--- src/sv/lvrf_ram.sv ---
`timescale 1ns / 1ps
// ----------------------------------------------------------------------------
// lvrf_ram: generic single-write, single-read RAM
// One write port and one read port; read data is registered.
// ----------------------------------------------------------------------------
module lvrf_ram #(
	parameter int WIDTH = 8,
	parameter int DEPTH = 16
) (
	input  logic                     clk,
	input  logic                     we,
	input  logic [$clog2(DEPTH)-1:0] waddr,
	input  logic [WIDTH-1:0]         wdata,
	input  logic [$clog2(DEPTH)-1:0] raddr,
	output logic [WIDTH-1:0]         rdata
);

	logic [WIDTH-1:0] mem_q [DEPTH];

	// write and registered read
	always_ff @(posedge clk) begin
		if (we) begin
			mem_q[waddr] <= wdata;
		end
		rdata <= mem_q[raddr];
	end

endmodule
--- config.mk ---
export PLATFORM = sky130hd
export DESIGN_NAME = lvrf_ram
export DESIGN_NICKNAME = d
export VERILOG_FILES = /design/src/sv/lvrf_ram.sv
export SDC_FILE = /design/constraint.sdc
export NUM_CORES = 1
export LEC_CHECK = 0
export BUFFER_PORTS_ARGS = -buffer_cell sky130_fd_sc_hd__buf_2
export CAP_MARGIN = 20
export CORE_MARGIN = 2
export CORE_UTILIZATION = 39
export DETAILED_ROUTE_END_ITERATION = 16
export PLACE_DENSITY = 0.56
export SYNTH_ARGS = -nofsm -noshare
export SYNTH_HDL_FRONTEND = slang
export SYNTH_SLANG_ARGS = --single-unit
--- constraint.sdc ---
create_clock -name clk -period 1.5 [get_ports clk]
set_input_delay 0.075 -clock clk [delete_from_list [all_inputs] [get_ports clk]]
set_output_delay 0.075 -clock clk [all_outputs]
set_load 0.01 [all_outputs]
* After elaboration in Yosys (flattened, before gate mapping) *
Memories as Yosys holds them, arrays and structs flattened. A register that Yosys moved wholly into a read port is not among the register bits.
Cells that the tools add are included.

operators by class
  mux-type cells = 2

operators with widths
  operator          number
  1-bit 2-to-1 mux  2

storage, ports and cells
  bits in registers = 0
  RAM bits = 128
  output and inout bits = 8
  memories = 1

memories
  name   words  bits a word  rd ports  clocked after Yosys merged registers in  wr ports  line  text
  mem_q  16     8            1         1                                        1         18    logic [WIDTH-1:0] mem_q [DEPTH];

* Longest topological paths before layout *
  depth in word-level cells = 2
  gate-level depth with buffers = 5
  gate-level depth less buffers = 3

* Worst setup path before layout *
OpenSTA, ideal clock, no wires.

  path type = input -> register
  start point = input port waddr[2]
  end point = memory mem_q[0][0] (enable)
  library setup time = 383 ps
  arrival time = 1185 ps
  required time = 1117 ps
  slack = -68 ps
  cell stages on the path = 2
  path buffers = 0
  cells stage by stage = or3b_2 -> nor3_1

RTL lines
  what             line  text
  start, declared  12    input logic [$clog2(DEPTH)-1:0] waddr,
  end, declared    18

No word-level cell before the write port.

==> results <==
- The flow ran to the end, and the final reports show no timing, DRC or antenna violations.
- The clock passes through at most 2 buffers.
- The reg-to-reg setup timing slack is 110 ps.
- The number of global-route vias before repair is 2500.
- The category of the worst setup path launch point is a flip-flop.
- The die covers 14100 um^2.
- The initial utilization of the core area, before any placement, comes to 0.403.
- The tightest slew margin relative to the limit is 0.585.
- The number of buffers created by CTS is 17.
- Clock-pin slew was measured on the worst setup and hold paths at approximately 60 ps.
- Setup repair after global routing left no endpoint under its margin.
- Dividing the detail-routed wire length by the instance count gives 21.3 um.
- The global route total overflow is 0.
- Walking the worst path, the cells encountered are mux4_2, a22oi_1, nand2_1.
- After floorplanning, the core was divided into 41 placement rows.
- The tree built by TritonCTS fans out to between 100 and 150 sinks.
- The number of antenna diodes in the final layout is 0.
- Compared with the post-synthesis result, the final layout area differs by 20.6%.
- Hold repair after CTS inserted 0 buffers.
- The pre-antenna-repair detailed-routing pass consisted of 4 iterations.
- The layout cell share with drive strength beyond 1 is 0.325.
- The standard cell core area is approximately 13000 um^2.
- Clock latency on the worst-skew pair, taken at its later pin, is ~420 ps.
- Power spread over the standard cell area amounts to roughly 1400 nW/um^2.
- Data arrives at the worst endpoint at 1690 ps.
- Entering global routing, the biggest net connects 23 pins.
- The post-synthesis instance total is around 230.
- TritonCTS built the clock tree.
- Port buffering added 25 buffers.
- The routed layout has around 2500 vias.
- The element type at the critical path end is a flip-flop.
- The number of nets with antenna violations after detailed routing is 0.
- The completed layout was analyzed and its total power is about 0.0085 W.
- The final-report max-slew violation count is 0.
- The max-cap violation count is 0.
- The placed instance count is 445.
- The global router's overall resource usage is 0.156.
- The HPWL after detailed placement is 6720 um.
- The fmax is 719 MHz.
- The root cell of the clock tree is sky130_fd_sc_hd__clkbuf_16.
- The maximum vdd ir drop is 834 uV.
- In this run the worst setup path terminates at rdata[4].
- The library cells used most frequently in the layout, excluding fill and tap cells, are sky130_fd_sc_hd__edfxtp_1 (128), sky130_fd_sc_hd__buf_4 (26), sky130_fd_sc_hd__buf_2 (25), sky130_fd_sc_hd__mux4_2 (18), sky130_fd_sc_hd__clkbuf_16 (17).
- The worst register-to-register path ends at rdata[4].
- The actual transition at the worst max-transition pin is 620 ps.
- The worst hold-check path type is input pin to flip-flop.
- The overall routed net length is 10200 um.
- The startpoint identified for the worst register-to-register timing path is mem_q[3][4].
- The final number of hold-violating endpoints is 0.
- The via count normalized by instance count is 5.23.
- The maximum fanout along the worst path is 1.
- After the first detailed-routing iteration, the DRC count stood at 290.
- The Yosys step of the flow raised 0 warnings.
- The static leakage is 2.13 nW.
- Setup violations remaining at the end of the flow were counted as 0.
- The number of nets handed over by synthesis was about 250.
- The chip width is 119 um.
- In this run the cell area of the synthesized design comes to 5150 um^2.
- The post-synthesis register bit count is roughly 140.
- The slowest stage of the critical path belongs to the cell sky130_fd_sc_hd__mux4_2.
- The sequential cell area fraction in the yosys report is 0.778.
- On the worst path, the slowest cell contributes a delay of 470 ps.
- The average instance in the mapped netlist occupies 22.5 um^2.
- The length in cells of the worst reg-to-reg path is 3.
- The first global-routing pass estimated 15300 um of wire.
- The startpoint of the lowest-slack hold path is wdata[5].
- The endpoint required time on the critical path is 1800 ps.
- Dividing the final minimum period by the clock period gives 0.927.
- During I/O placement, the number of pins put on the boundary was 26.
- The final instance count without filler cells is 477.
- The total negative setup slack is 0 ps.
- The type of the setup path with the least slack is flip-flop to flip-flop.
- The final setup skew is 3.72 ps.
- The number of gates resized after CTS was 0.
- The initial antenna violation count is 0.
- The routed design could run at a clock period as short as about 1400 ps.
- The library cell used most frequently in the layout, excluding fill and tap cells, is sky130_fd_sc_hd__edfxtp_1.
- In this run the post-CTS setup repair buffer count came out at 0.
- The net count of the finished layout is 310.
- At the end of routability-driven placement, the weighted congestion stood at 0.724.
- Measured along the y axis, the die boundary spans around 120 um.
- The DRC violations left is 0.
- The number of distinct library cell variants in the gate-level netlist after synthesis is 19.
- The launching instance or port of the critical path is mem_q[3][4].
- The total number of H-tree levels is 4.
## stage by stage
stage / instance area (um^2) / worst slack (ps) / util / hold slack (ps)
final: 6210 / 110 / 0.486 / 55.2
after global routing: 6210 / 13.7 / 0.486 / 50.1
after CTS: 6210 / 98.2 / 0.486 / 41.5
after detailed placement: 5660 / -94.3 / 0.443 / 471
after global placement: 5660 / -105 / 0.443 / 469
after floorplan: 5150 / 159 / - / 174
## cell type report
cell class,instances,area [um^2]
repair buffers,54,380
fillers,1034,6570
clock inverters,12,109
flip-flops and latches,136,4000
well taps,172,215
clock buffers,20,437
multi-input cells,83,1060
## cells by family after synthesis
kind of cell | share of synthesized area
buffers and inverters | 0.0168
DFF | 0.778
AOI/OAI and AO/OA | 0.0233
muxes | 0.150
and+or+nand+nor | 0.0318
## synth_stat cells (all sizes together)
| cell | number | area, um^2 |
|---|---|---|
| a22oi | 16 | 120 |
| and2 | 1 | 6.26 |
| and2b | 1 | 7.51 |
| buf | 7 | 56.3 |
| clkdlybuf4s25 | 3 | 30.0 |
| dfxtp | 8 | 160 |
| edfxtp | 128 | 3840 |
| mux4 | 32 | 773 |
| nand2 | 9 | 33.8 |
| nand2b | 2 | 12.5 |
| nand3 | 1 | 5.00 |
| nand3b | 2 | 15.0 |
| nor2 | 13 | 48.8 |
| nor2b | 1 | 6.26 |
| nor3 | 4 | 20.0 |
| or3b | 1 | 8.76 |
## worst min path at each step
stage                        end  cells past startpoint
finish               mem_q[7][5]                      1
global route        mem_q[14][3]                      1
CTS                  mem_q[5][0]                      1
detailed placement      rdata[6]                      1
global placement    mem_q[14][0]                      1
floorplan            mem_q[0][0]                      0
## worst max-delay path, delay by kind of cell (launching register included)
kind | cells | cell delay, ps
mux | 1 | 470
flops | 1 | 370
compound gates | 1 | 350
simple gates | 1 | 80
## per-layer routing
metal  share of wire  global-route usage
met1            0.44               0.216
met2            0.47               0.227
met3           0.075              0.0484
met4           0.020              0.0692
met5               0                   0
## report_power, final
| group | internal, W | switching [W] |
|---|---|---|
| clock | 0.00240 | 0.00143 |
| sequential | 0.00425 | 0.0000218 |
| combinational | 0.000185 | 0.000237 |
| total | 0.00684 | 0.00169 |
## sequential cells by signal, indices dropped and copies added, names as in the netlist
register / flops
mem_q: 128
rdata: 8
(Power assumes the default switching activity.)
